[config.mk]
export PLATFORM = sky130hd
export DESIGN_NAME = first_fit_segment_allocator
export DESIGN_NICKNAME = d
export VERILOG_FILES = /design/src/rtl/core/ffsa_pkg.sv /design/src/rtl/core/ffsa_ram.sv /design/src/rtl/core/first_fit_segment_allocator.sv
export SDC_FILE = /design/constraint.sdc
export NUM_CORES = 1
export LEC_CHECK = 0
export ABC_CLOCK_PERIOD_IN_PS = 11000
export BUFFER_PORTS_ARGS = -buffer_cell sky130_fd_sc_hd__buf_2
export CAP_MARGIN = 20
export CELL_PAD_IN_SITES_DETAIL_PLACEMENT = 0
export CELL_PAD_IN_SITES_GLOBAL_PLACEMENT = 1
export CORE_UTILIZATION = 45
export CTS_CLUSTER_SIZE = 28
export DETAILED_ROUTE_END_ITERATION = 10
export GPL_TIMING_DRIVEN = 0
export PLACE_DENSITY = 0.81
export SLEW_MARGIN = 30
export SYNTH_ARGS = -nofsm -noshare
export SYNTH_HDL_FRONTEND = slang
export SYNTH_SLANG_ARGS = --single-unit
[constraint.sdc]
create_clock -name i_clk -period 11 [get_ports i_clk]
set_input_delay 2.2 -clock i_clk [delete_from_list [all_inputs] [get_ports i_clk]]
set_output_delay 2.2 -clock i_clk [all_outputs]
set_load 0.05 [all_outputs]
[src/rtl/core/ffsa_pkg.sv]
package ffsa_pkg;

    localparam int START_W     = 12;
    localparam int SIZE_W      = 13;
    localparam int IN_TDATA_W  = 32;
    localparam int OUT_TDATA_W = 32;
    localparam int MIN_REMAIN  = 16;
    localparam int WORD_BYTES  = 8;
    localparam int BASE_START  = 8;

    typedef enum logic {
        KIND_ALLOC = 1'b0,
        KIND_FREE  = 1'b1
    } t_kind;

    typedef enum logic [1:0] {
        STATUS_OK    = 2'd0,
        STATUS_NOFIT = 2'd1,
        STATUS_FULL  = 2'd2
    } t_status;

    typedef enum logic [2:0] {
        ST_INIT,
        ST_IDLE,
        ST_FREE_SHIFT,
        ST_FREE_PUT,
        ST_SCAN,
        ST_SPLIT,
        ST_REMOVE,
        ST_EMIT
    } t_state;

    typedef struct packed {
        logic [SIZE_W-1:0]  size;
        logic [START_W-1:0] start;
    } t_seg;

endpackage

[src/rtl/core/ffsa_ram.sv]
module ffsa_ram #(
    parameter int WIDTH = 25,
    parameter int DEPTH = 16
) (
    input  logic                     i_clk,
    input  logic                     i_we,
    input  logic [$clog2(DEPTH)-1:0] i_waddr,
    input  logic [WIDTH-1:0]         i_wdata,
    input  logic                     i_re,
    input  logic [$clog2(DEPTH)-1:0] i_raddr,
    output logic [WIDTH-1:0]         o_rdata
);

    logic [WIDTH-1:0] r_mem [DEPTH];
    logic [WIDTH-1:0] r_rdata;

    always_ff @(posedge i_clk) begin
        if (i_we) begin
            r_mem[i_waddr] <= i_wdata;
        end
        if (i_re) begin
            r_rdata <= r_mem[i_raddr];
        end
    end

    assign o_rdata = r_rdata;

endmodule

[src/rtl/core/first_fit_segment_allocator.sv]
// Channel   Direction  tuser              tdata
// s_axis    in         kind               offset, size_bytes
// m_axis    out        status             grant_offset, grant_bytes
//
// Free: every table entry is moved up one place, then the freed segment is written at entry 0;
// a free into a full table is dropped. Allocate: entries are scanned in order, one table read
// per cycle, then a split segment is shrunk or the later entries are moved down on removal.
// After reset the init state writes the initial segment before the first request is taken.
// A waiting result stalls only the next request's finish, not its acceptance.
module first_fit_segment_allocator
    import ffsa_pkg::*;
#(
    parameter int HEAP_BYTES   = 4096,
    parameter int MAX_SEGMENTS = 16
) (
    input  logic                   i_clk,
    input  logic                   i_rst_n,
    input  logic                   s_axis_tvalid,
    output logic                   s_axis_tready,
    input  logic [IN_TDATA_W-1:0]  s_axis_tdata,  // offset[11:0], size_bytes[24:12]
    input  logic                   s_axis_tuser,  // kind[0]
    output logic                   m_axis_tvalid,
    input  logic                   m_axis_tready,
    output logic [OUT_TDATA_W-1:0] m_axis_tdata,  // grant_offset[11:0], grant_bytes[24:12]
    output logic [1:0]             m_axis_tuser   // status[1:0]
);

    localparam int IW      = (MAX_SEGMENTS > 1) ? $clog2(MAX_SEGMENTS) : 1;
    localparam int CW      = $clog2(MAX_SEGMENTS + 1);
    localparam int HeapRem = HEAP_BYTES - BASE_START;

    t_state              r_state, n_state;
    logic [CW-1:0]       r_count, n_count;
    logic [IW-1:0]       r_ptr, n_ptr;
    logic [START_W-1:0]  r_off;
    logic [SIZE_W-1:0]   r_req;
    logic [START_W-1:0]  r_st;
    logic [SIZE_W-1:0]   r_sz;
    t_status             r_res_status, n_res_status;
    logic [START_W-1:0]  r_res_off, n_res_off;
    logic [SIZE_W-1:0]   r_res_bytes, n_res_bytes;
    logic                r_out_valid;
    t_status             r_out_status;
    logic [START_W-1:0]  r_out_off;
    logic [SIZE_W-1:0]   r_out_bytes;

    logic                ram_we, ram_re;
    logic [IW-1:0]       ram_waddr, ram_raddr;
    t_seg                ram_wdata, rd;
    logic                accept, full, empty, last, rm_last, fit, take_all;
    logic                res_load, seg_load, out_load;
    logic [SIZE_W:0]     diff, rnd;
    logic [SIZE_W-1:0]   grant;

    ffsa_ram #(.WIDTH($bits(t_seg)), .DEPTH(MAX_SEGMENTS)) u_ram (
        .i_clk   (i_clk),
        .i_we    (ram_we),
        .i_waddr (ram_waddr),
        .i_wdata (ram_wdata),
        .i_re    (ram_re),
        .i_raddr (ram_raddr),
        .o_rdata (rd)
    );

    assign accept  = s_axis_tvalid && s_axis_tready;
    assign full    = r_count >= CW'(MAX_SEGMENTS);
    assign empty   = r_count == '0;
    assign last    = (CW'(r_ptr) + CW'(1)) == r_count;
    assign rm_last = (CW'(r_ptr) + CW'(2)) == r_count;
    assign fit     = rd.size >= r_req;
    assign diff    = {1'b0, rd.size} - {1'b0, r_req};
    assign take_all = diff < (SIZE_W+1)'(MIN_REMAIN);
    assign rnd     = ({1'b0, r_req} + (SIZE_W+1)'(WORD_BYTES - 1))
                     & ~(SIZE_W+1)'(WORD_BYTES - 1);
    assign grant   = (rnd < (SIZE_W+1)'(2 * WORD_BYTES)) ? SIZE_W'(2 * WORD_BYTES)
                                                          : rnd[SIZE_W-1:0];
    assign out_load = (r_state == ST_EMIT) && (!r_out_valid || m_axis_tready);

    always_comb begin
        n_state = r_state;
        case (r_state)
            ST_INIT: n_state = ST_IDLE;
            ST_IDLE: begin
                if (accept) begin
                    if (s_axis_tuser == KIND_FREE) begin
                        if (full) n_state = ST_EMIT;
                        else if (empty) n_state = ST_FREE_PUT;
                        else n_state = ST_FREE_SHIFT;
                    end else begin
                        n_state = empty ? ST_EMIT : ST_SCAN;
                    end
                end
            end
            ST_FREE_SHIFT: if (r_ptr == '0) n_state = ST_FREE_PUT;
            ST_FREE_PUT:   n_state = ST_EMIT;
            ST_SCAN: begin
                if (fit) begin
                    if (!take_all) n_state = ST_SPLIT;
                    else n_state = last ? ST_EMIT : ST_REMOVE;
                end else if (last) begin
                    n_state = ST_EMIT;
                end
            end
            ST_SPLIT:  n_state = ST_EMIT;
            ST_REMOVE: if (rm_last) n_state = ST_EMIT;
            ST_EMIT:   if (out_load) n_state = ST_IDLE;
            default:   n_state = ST_IDLE;
        endcase
    end

    always_comb begin
        s_axis_tready = 1'b0;
        ram_we        = 1'b0;
        ram_waddr     = '0;
        ram_wdata     = rd;
        ram_re        = 1'b0;
        ram_raddr     = '0;
        n_ptr         = r_ptr;
        n_count       = r_count;
        res_load      = 1'b0;
        seg_load      = 1'b0;
        n_res_status  = STATUS_OK;
        n_res_off     = '0;
        n_res_bytes   = '0;
        case (r_state)
            ST_INIT: begin
                ram_we          = 1'b1;
                ram_wdata.start = START_W'(BASE_START);
                ram_wdata.size  = SIZE_W'(HeapRem);
            end
            ST_IDLE: begin
                s_axis_tready = 1'b1;
                if (accept) begin
                    if (s_axis_tuser == KIND_FREE) begin
                        if (full) begin
                            res_load     = 1'b1;
                            n_res_status = STATUS_FULL;
                        end else if (!empty) begin
                            ram_re    = 1'b1;
                            ram_raddr = IW'(r_count - CW'(1));
                            n_ptr     = IW'(r_count - CW'(1));
                        end
                    end else if (empty) begin
                        res_load     = 1'b1;
                        n_res_status = STATUS_NOFIT;
                    end else begin
                        ram_re = 1'b1;
                        n_ptr  = '0;
                    end
                end
            end
            ST_FREE_SHIFT: begin
                ram_we    = 1'b1;
                ram_waddr = IW'(r_ptr + 1'b1);
                if (r_ptr != '0) begin
                    ram_re    = 1'b1;
                    ram_raddr = IW'(r_ptr - 1'b1);
                    n_ptr     = IW'(r_ptr - 1'b1);
                end
            end
            ST_FREE_PUT: begin
                ram_we          = 1'b1;
                ram_wdata.start = r_off;
                ram_wdata.size  = r_req;
                n_count         = CW'(r_count + 1'b1);
                res_load        = 1'b1;
            end
            ST_SCAN: begin
                ram_re    = 1'b1;
                ram_raddr = IW'(r_ptr + 1'b1);
                if (fit) begin
                    seg_load = 1'b1;
                    if (take_all) begin
                        res_load    = 1'b1;
                        n_res_off   = rd.start;
                        n_res_bytes = rd.size;
                        if (last) n_count = CW'(r_count - 1'b1);
                    end
                end else if (last) begin
                    res_load     = 1'b1;
                    n_res_status = STATUS_NOFIT;
                end else begin
                    n_ptr = IW'(r_ptr + 1'b1);
                end
            end
            ST_SPLIT: begin
                ram_we          = 1'b1;
                ram_waddr       = r_ptr;
                ram_wdata.start = START_W'(r_st + grant[START_W-1:0]);
                ram_wdata.size  = SIZE_W'(r_sz - grant);
                res_load        = 1'b1;
                n_res_off       = r_st;
                n_res_bytes     = grant;
            end
            ST_REMOVE: begin
                ram_we    = 1'b1;
                ram_waddr = r_ptr;
                if (rm_last) begin
                    n_count = CW'(r_count - 1'b1);
                end else begin
                    ram_re    = 1'b1;
                    ram_raddr = IW'(r_ptr + 2'd2);
                    n_ptr     = IW'(r_ptr + 1'b1);
                end
            end
            default: ;
        endcase
    end

    always_ff @(posedge i_clk) begin
        if (!i_rst_n) begin
            r_state     <= ST_INIT;
            r_count     <= CW'(1);
            r_ptr       <= '0;
            r_out_valid <= 1'b0;
        end else begin
            r_state <= n_state;
            r_count <= n_count;
            r_ptr   <= n_ptr;
            if (out_load) r_out_valid <= 1'b1;
            else if (m_axis_tready) r_out_valid <= 1'b0;
        end
    end

    always_ff @(posedge i_clk) begin
        if (accept) begin
            r_off <= s_axis_tdata[START_W-1:0];
            r_req <= s_axis_tdata[START_W+SIZE_W-1:START_W];
        end
        if (seg_load) begin
            r_st <= rd.start;
            r_sz <= rd.size;
        end
        if (res_load) begin
            r_res_status <= n_res_status;
            r_res_off    <= n_res_off;
            r_res_bytes  <= n_res_bytes;
        end
        if (out_load) begin
            r_out_status <= r_res_status;
            r_out_off    <= r_res_off;
            r_out_bytes  <= r_res_bytes;
        end
    end

    assign m_axis_tvalid = r_out_valid;
    assign m_axis_tuser  = r_out_status;
    assign m_axis_tdata  = {(OUT_TDATA_W - START_W - SIZE_W)'(0), r_out_bytes, r_out_off};

endmodule

==> reports/metrics.cfg, run 1 <==
[logic_synthesis]
synthesis.area_mm2 = 0.0236
synthArstFlopShare = 0
ys_ff_latch = 542
synth_warnings = 0
ys_seq_area_frac = 0.685
synth_ff_type = edfxtp_1
synth_cell_types = 82
synth_edf_count = 529
syn_avg_cell_area_um2 = 14.5
synth_cells = 1625

[layout]
final_common_cell = edfxtp_1
drive_above_1_share = 0.182
mostFrequentLayoutCells = edfxtp_1 (529), o21ai_0 (140), nand2_1 (107), buf_2 (83), nand3_1 (81)
finalCoreUtilization = 0.532
nFillCells = 4167
nets = 1852
diodes = 0
synthToLayoutAreaGrowth_pct = 16.2

[flow_run]
max-cap-violations = 0

[place]
dp_hpwl_um = 42300
port_buffers = 58
gp_congestion = 0.900

[die]
row_count = 83
ios = 73
coreArea_mm2 = 0.0515
die_y_um = 231
fp.dieW_um = 231
start_util = 0.458
die-area_mm2 = 0.0533

[sta]
setup_viol = 0
fmax_ghz = 0.189
relSlewSlack = 0.409
fin_crit_ns = 5.28
hold_viol_final = 0
setup_tns_ns = 0
slew_violations = 0
tightest_slew_ns = 0.887
period_share = 0.480
skew_ns = 0.0516
rsz0062_at_grt = false

[grt]
overflow = 0
gr-usage-all-layers = 0.228
grt_pass1_vias = 14600
grt_start_max_net_pins = 29
antenna_found_initial = 1
grt_pass1_wl_um = 91200

[setup_path]
worst-path-max-fanout = 26
r2r-start = r_req[10]
critical_path_required_ns = 11.33
r2r_slack_ns = 6.70
critPathLaunchType = input port
r2r-end = u_ram.r_mem[3][24]
worstSetupStartpoint = s_axis_tvalid
end_kind = flip-flop
cp.arrival_ns = 5.61
worstSetupPathType = input port to flip-flop
r2r_cells = 13

[clock_network]
numCtsBuffers = 54
htree_levels = 2
clk_root_buffer_cell = clkbuf_16
path_clk_slew_ns = 0.06
cts_tree = yes
cts_setup_buffers = 0
cts_resized = 0
cts_hold_buf = 0
clockBufferDepth = 3
clock_latency_ns = 0.63
cts.sinks = 542

[detailed_routing]
dr_total_vias = 14800
ant_nets = 0
wl_per_cell_um = 24.1
drc_errors = 0
drt_iter0_markers = 1582
avgViaCountPerCell = 5.90
first_pass_iters = 5
wl_um = 60400

[min_path]
min_from = r_res_bytes[0]
whs_path_depth = 0
min_path_type = flip-flop to flip-flop
whs_endpoint = r_out_bytes[0]

[power]
power.leakage_nw = 9.35
ir_drop_mv = 0.141
p_per_area_mw_per_mm2 = 272

[outcome]
status = finished clean

==> logic make-up (layout without fill, tap and decap cells) <==
group           Yosys count  count (layout)  synth area share
flops                   542             542             0.685
compound gates          391             391             0.106
simple gates            362             362            0.0717
buf+inv                 144             333            0.0286
mux                     106             106            0.0722
fa+ha+maj                41              41            0.0224
xor+xnor                 38              38            0.0147
other cells               1               7          0.000159
==> cell type report <==
type	instances	area (µm²)	share of cell area
flip-flops and latches	542	16100	0.589
multi-input cells	945	7000	0.256
clock buffers	58	1370	0.0499
well taps	680	851	0.0311
repair buffers	87	843	0.0308
clock inverters	44	518	0.0189
plain buffers	100	509	0.0186
inverters	44	165	0.00603
==> critical path: stages <==
cell and delay, ns:
buf_2 0.11, nand2_1 0.12, inv_2 0.49, nand4_2 0.29
o2111ai_2 0.70, clkbuf_1 0.69, mux4_2 0.42, a22oi_1 0.37
nand3_1 0.19
==> state kept, by name, summed over array words and instances (netlist names), 2 cells and up <==
| name | cells |
|---|---|
| u_ram.r_mem | 400 |
| u_ram.o_rdata | 25 |
| r_out_bytes | 13 |
| r_req | 13 |
| r_res_bytes | 13 |
| r_sz | 13 |
| r_off | 12 |
| r_out_off | 12 |
| r_res_off | 12 |
| r_st | 12 |
| r_count | 5 |
| r_ptr | 4 |
| r_state | 3 |
| m_axis_tuser | 2 |
| r_res_status | 2 |
==> metrics by stage <==
step                      cell area, µm²  hold slack (ns)  std cells  setup WS, ns  total power, mW
after global placement             24700            0.404       2369          5.13             5.30
after CTS                          27400            0.401       2500          5.77             7.44
after detailed placement           25500            0.405       2398          5.11             5.50
after global routing               27400            0.404       2500          5.58             7.75
final                              27400            0.402       2500          5.72             7.45
after floorplan                    23600            0.400       1631          6.57             4.56
==> metal layers <==
| layer | up-vias | global-route usage | wire length (µm) |
|---|---|---|---|
| li1 | 6602 | - | - |
| met1 | 7384 | 0.304 | 24700 |
| met2 | 661 | 0.377 | 29500 |
| met3 | 103 | 0.0377 | 4490 |
| met4 | 0 | 0.0799 | 1680 |
| met5 | - | 0 | 0 |
==> worst max-delay path by stage <==
stage	end	slack (ns)	cells after the start
3_5_place_dp	u_ram.o_rdata[11]	5.11	9
6_report	u_ram.o_rdata[11]	5.72	9
3_3_place_gp	u_ram.o_rdata[10]	5.13	9
4_1_cts	u_ram.o_rdata[11]	5.77	9
5_1_grt	u_ram.o_rdata[22]	5.58	9
2_1_floorplan	u_ram.o_rdata[11]	6.57	8
==> where the power goes <==
part | total, mW | leakage, nW | switching (mW) | internal, mW
Clock | 1.94 | 0.904 | 0.814 | 1.12
Combinational | 2.44 | 3.52 | 1.65 | 0.785
Sequential | 3.08 | 4.92 | 0.162 | 2.92
Total | 7.45 | 9.35 | 2.63 | 4.82
==> synthesized netlist by cell type (7+ instances only) <==
library cell	instances	share of area
nand2b_1	11	0.0029
clkbuf_1	51	0.0081
nor2_1	96	0.015
a221oi_1	12	0.0045
nor2b_1	12	0.0032
nand3_1	81	0.017
buf_4	17	0.0054
a21oi_1	68	0.014
ha_1	39	0.021
nor3_1	13	0.0028
o22ai_1	28	0.0074
buf_2	22	0.0047
mux4_2	51	0.049
mux2i_1	53	0.022
a21o_1	7	0.0022
dfxtp_1	13	0.011
nand2_1	107	0.017
xor2_1	10	0.0037
a22o_1	20	0.0074
xnor2_1	27	0.010
o21ai_0	148	0.031
a22oi_1	31	0.0099
inv_1	42	0.0067
a21boi_0	14	0.0045
edfxtp_1	529	0.67
Note: power is estimated with default switching activity, not from simulation.
==> run 2: changes to the inputs <==
--- a/config.mk
+++ b/config.mk
@@ -5,7 +5,7 @@
 export SDC_FILE = /design/constraint.sdc
 export NUM_CORES = 1
 export LEC_CHECK = 0
-export ABC_CLOCK_PERIOD_IN_PS = 11000
+export ABC_CLOCK_PERIOD_IN_PS = 4500
 export BUFFER_PORTS_ARGS = -buffer_cell sky130_fd_sc_hd__buf_2
 export CAP_MARGIN = 20
 export CELL_PAD_IN_SITES_DETAIL_PLACEMENT = 0
@@ -14,7 +14,7 @@
 export CTS_CLUSTER_SIZE = 28
 export DETAILED_ROUTE_END_ITERATION = 10
 export GPL_TIMING_DRIVEN = 0
-export PLACE_DENSITY = 0.81
+export PLACE_DENSITY = 0.83
 export SLEW_MARGIN = 30
 export SYNTH_ARGS = -nofsm -noshare
 export SYNTH_HDL_FRONTEND = slang
==> constraint.sdc (replaced) <==
create_clock -name i_clk -period 4.5 [get_ports i_clk]
set_input_delay 0.9 -clock i_clk [delete_from_list [all_inputs] [get_ports i_clk]]
set_output_delay 0.9 -clock i_clk [all_outputs]
set_load 0.05 [all_outputs]
==> run 2 against run 1 <==
Compared with the run above:
- wire length decreased by 0.99%
- cell count decreased by 0.12%
- critical endpoint is now u_ram.o_rdata[18]
- setup slack worse by 5.4 ns
==> reports/metrics.cfg, run 2 (synthesized netlist as in run 1, its figures left out) <==
[outcome]
status = finished clean

[sta]
fmax_ghz = 0.236
tightest_slew_ns = 0.872
hold_viol_final = 0
setup_viol = 0
fin_crit_ns = 4.23
rsz0062_at_grt = false
relSlewSlack = 0.419
skew_ns = 0.0285
period_share = 0.940
setup_tns_ns = 0
slew_violations = 0
worst_hold_slack_ns = 0.419
setup_slack_ns = 0.269

[place]
place_ws_ns = -0.106
port_buffers = 58
dp_hpwl_um = 42200
gp_congestion = 0.886

[power]
power.leakage_nw = 9.31
p_total_mw = 18.1
p_per_area_mw_per_mm2 = 662
ir_drop_mv = 0.329

[grt]
antenna_found_initial = 0
overflow = 0
grt_pass1_vias = 14700
grt_pass1_wl_um = 89400
gr-usage-all-layers = 0.224
grt_start_max_net_pins = 29

[setup_path]
end_kind = flip-flop
cp.arrival_ns = 4.53
critPathLaunchType = flip-flop
r2r_cells = 10
worstSetupPathType = flip-flop to flip-flop
worst-path-max-fanout = 26
critical_path_required_ns = 4.80

[detailed_routing]
drc_errors = 0
wl_per_cell_um = 23.9
drt_iter0_markers = 1387
wl_um = 59800
first_pass_iters = 6
dr_total_vias = 14600
ant_nets = 0
avgViaCountPerCell = 5.87

[clock_network]
clockBufferDepth = 3
htree_levels = 2
numCtsBuffers = 53
cts.sinks = 542
cts_tree = yes
cts_setup_buffers = 0
path_clk_slew_ns = 0.06
cts_hold_buf = 0
clk_root_buffer_cell = clkbuf_16
clock_latency_ns = 0.62
cts_resized = 0

[die]
row_count = 83
fp.dieW_um = 231
die-area_mm2 = 0.0533
die_y_um = 231
coreArea_mm2 = 0.0515
ios = 73
start_util = 0.458

[flow_run]
max-cap-violations = 0

[layout]
nFillCells = 4164
nets = 1851
diodes = 0
largest_reg_flops = 400
synthToLayoutAreaGrowth_pct = 15.8
finalCoreUtilization = 0.530
largest_register = u_ram.r_mem
final_common_cell = edfxtp_1
mostFrequentLayoutCells = edfxtp_1 (529), o21ai_0 (140), nand2_1 (107), buf_2 (83), nand3_1 (81)
drive_above_1_share = 0.179

[min_path]
whs_path_depth = 0
min_path_type = flip-flop to flip-flop

## run 2: cell count changes in the layout (fill, tap and decap cells not counted), sizes merged
cell	previous run	this run
clkinvlp	7	6
clkbuf	110	112
clkinv	28	23
inv	44	45
## run 2: final timing paths
| kind | from | end | slack, ns |
|---|---|---|---|
| max | r_state[1] | u_ram.o_rdata[18] | 0.27 |
| min | r_res_off[4] | r_out_off[4] | 0.42 |
| max reg2reg | r_state[1] | u_ram.o_rdata[18] | 0.27 |
| min reg2reg | r_res_off[4] | r_out_off[4] | 0.42 |
## run 2: cell type report
type | count | area [µm²] | area share
flip-flops and latches | 542 | 16100 | 0.591
plain buffers | 100 | 509 | 0.0186
well taps | 680 | 851 | 0.0311
repair buffers | 87 | 827 | 0.0303
clock buffers | 60 | 1350 | 0.0495
clock inverters | 39 | 468 | 0.0171
multi-input cells | 945 | 7000 | 0.256
inverters | 44 | 165 | 0.00605
## run 2: per-stage QoR
stage,area [µm²],instances
after CTS,27300,2497
final,27300,2497
after detailed placement,25500,2398
after global placement,24700,2369
after global routing,27300,2497
after floorplan,23600,1631
## run 2: worst max-delay path, cell delays in order, from the launching register on
cell and delay [ns]:
dfxtp_1 0.39, nand2b_4 0.19, nor2_2 0.09, nand2_1 0.13, inv_2 0.49, nand4_2 0.29, o2111ai_2 0.77, clkbuf_1 0.57
mux4_2 0.40, a22oi_1 0.40, nand3_1 0.21
## run 2: layer usage
metal / track usage / routed length [µm] / vias to the layer above
met2: 0.385 / 29800 / 624
met1: 0.292 / 24100 / 7311
met3: 0.0277 / 4010 / 116
met4: 0.0811 / 1890 / 0
met5: 0 / 0 / -
li1: - / - / 6595
## run 2: where the power goes
| part | switching, mW | internal (mW) |
|---|---|---|
| sequential | 0.389 | 7.13 |
| clock | 1.94 | 2.69 |
| combinational | 4.02 | 1.92 |
==> run 3: changes to the inputs <==
--- a/config.mk
+++ b/config.mk
@@ -14,7 +14,7 @@
 export CTS_CLUSTER_SIZE = 28
 export DETAILED_ROUTE_END_ITERATION = 10
 export GPL_TIMING_DRIVEN = 0
-export PLACE_DENSITY = 0.83
+export PLACE_DENSITY = 0.71
 export SLEW_MARGIN = 30
 export SYNTH_ARGS = -nofsm -noshare
 export SYNTH_HDL_FRONTEND = slang
==> run 3 against run 2 <==
Compared with the run above:
- clock skew grew 0.012 ns
- die area is the same
- via count shrank 0.79%
- cell area grew 0.69%
- non-clock buffer count grew 6
- setup slack lost 0.013 ns
- sequential power is essentially flat
- sequential cell count is the same
- clock power grew 4%
- worst hold slack lost 0.00066 ns
- first-iteration DRC count shrank 1.7%
- largest power group unchanged
==> reports/metrics.cfg, run 3 (synthesized netlist as in run 1, its figures left out) <==
[outcome]
status = finished clean

[setup_path]
worstSetupPathType = flip-flop to flip-flop
critPathLaunchType = flip-flop
critical_path_required_ns = 4.81
cp.arrival_ns = 4.55
worst-path-max-fanout = 10
end_kind = flip-flop

[detailed_routing]
first_pass_iters = 6
wl_per_cell_um = 24.5
avgViaCountPerCell = 5.80
drt_iter0_markers = 1363
wl_um = 61300
drc_errors = 0
dr_total_vias = 14500
ant_nets = 0

[grt]
grt_start_max_net_pins = 29
grt_pass1_wl_um = 91100
overflow = 0
grt_pass1_vias = 14400
gr-usage-all-layers = 0.232
antenna_found_initial = 0

[sta]
hold_viol_final = 0
fin_crit_ns = 4.24
rsz0062_at_grt = false
setup_viol = 0
relSlewSlack = 0.432
tightest_slew_ns = 0.852
fmax_ghz = 0.236
slew_violations = 0
skew_ns = 0.0408
period_share = 0.943

[die]
row_count = 83
start_util = 0.458
ios = 73
coreArea_mm2 = 0.0515
die-area_mm2 = 0.0533
fp.dieW_um = 231
die_y_um = 231

[layout]
finalCoreUtilization = 0.534
largest_reg_flops = 400
synthToLayoutAreaGrowth_pct = 16.6
largest_register = u_ram.r_mem
drive_above_1_share = 0.183
final_common_cell = edfxtp_1
diodes = 0
nets = 1859
mostFrequentLayoutCells = edfxtp_1 (529), o21ai_0 (140), nand2_1 (107), buf_2 (81), nand3_1 (81)
fin_area_mm2 = 0.0275

[place]
place_area_mm2 = 0.0256
dp_hpwl_um = 43600
port_buffers = 58
gp_congestion = 0.907

[clock_network]
cts_hold_buf = 0
clk_root_buffer_cell = clkbuf_16
htree_levels = 2
numCtsBuffers = 55
clockBufferDepth = 3
clock_latency_ns = 0.63
cts.sinks = 542
cts_tree = yes
path_clk_slew_ns = 0.06

[power]
ir_drop_mv = 0.457
power.leakage_nw = 9.41
p_total_mw = 18.4
p_per_area_mw_per_mm2 = 670

[min_path]
min_path_type = flip-flop to flip-flop

[flow_run]
max-cap-violations = 0

run 3: changes by cell type in the layout (fill, tap and decap cells not counted), moves of 2 or more:
cell / before / now
clkbuf_16: 53 / 55
buf_6: 9 / 15
clkbuf_1: 58 / 62
clkinvlp_4: 6 / 3
clkinv_4: 0 / 2
clkinv_1: 10 / 6
bufinv_16: 9 / 11
buf_4: 22 / 24
buf_2: 83 / 81
run 3: path summary, 6_finish.rpt:
path,startpoint,end,slack [ns],cells after the start
setup / recovery,r_ptr[0],u_ram.o_rdata[18],0.26,12
hold / removal,r_res_off[0],r_out_off[0],0.42,0
setup reg to reg,r_ptr[0],u_ram.o_rdata[18],0.26,12
hold reg to reg,r_res_off[0],r_out_off[0],0.42,0
run 3: area by class of cell:
| class | count | area [µm²] |
|---|---|---|
| clock buffer | 66 | 1420 |
| multi-input combinational | 945 | 7010 |
| timing repair buffer | 93 | 912 |
| fill | 4268 | 24000 |
| sequential | 542 | 16100 |
| clock inverter | 35 | 495 |
| tap | 680 | 851 |
| buffer | 100 | 509 |
| inverter | 44 | 165 |
run 3: power breakdown:
| group | switching (mW) | leakage [nW] | internal (mW) | total (mW) |
|---|---|---|---|---|
| clock | 1.94 | 0.928 | 2.89 | 4.82 |
| sequential | 0.394 | 4.92 | 7.12 | 7.52 |
| combinational | 4.11 | 3.56 | 1.99 | 6.10 |
| total | 6.44 | 9.41 | 12.0 | 18.4 |
run 3: timing repair:
item | CTS | global route
setup buffers | 0 | 0
endpoints found under the hold margin | 0 | 0
gates resized for setup | 0 | 1
endpoints found under the setup margin | 0 | 17
run 3: layer usage:
layer / track usage / part of all wire
met5: 0 / 0
met4: 0.0700 / 0.026
met3: 0.0326 / 0.060
met2: 0.384 / 0.48
met1: 0.318 / 0.43
run 3: critical path, stage by stage (launching register included):
cell and delay [ns]:
dfxtp_1 0.31, buf_2 0.21, inv_1 0.25, ha_1 0.23
or3b_2 0.48, a21oi_1 0.26, o32ai_2 0.13, a21oi_4 0.45
buf_6 0.28, buf_8 0.21, mux4_2 0.52, a22oi_1 0.41
nand3_1 0.17
run 3: metrics by stage:
step	hold WS (ns)	worst slack, ns	TNS [ns]	instances
final	0.418	0.257	0	2505
after CTS	0.419	0.0726	0	2505
after detailed placement	0.405	-0.284	-4.27	2404
after floorplan	0.400	0.934	0	1631
after global routing	0.421	0.0286	0	2505
after global placement	0.403	-1.08	-150.88	2369
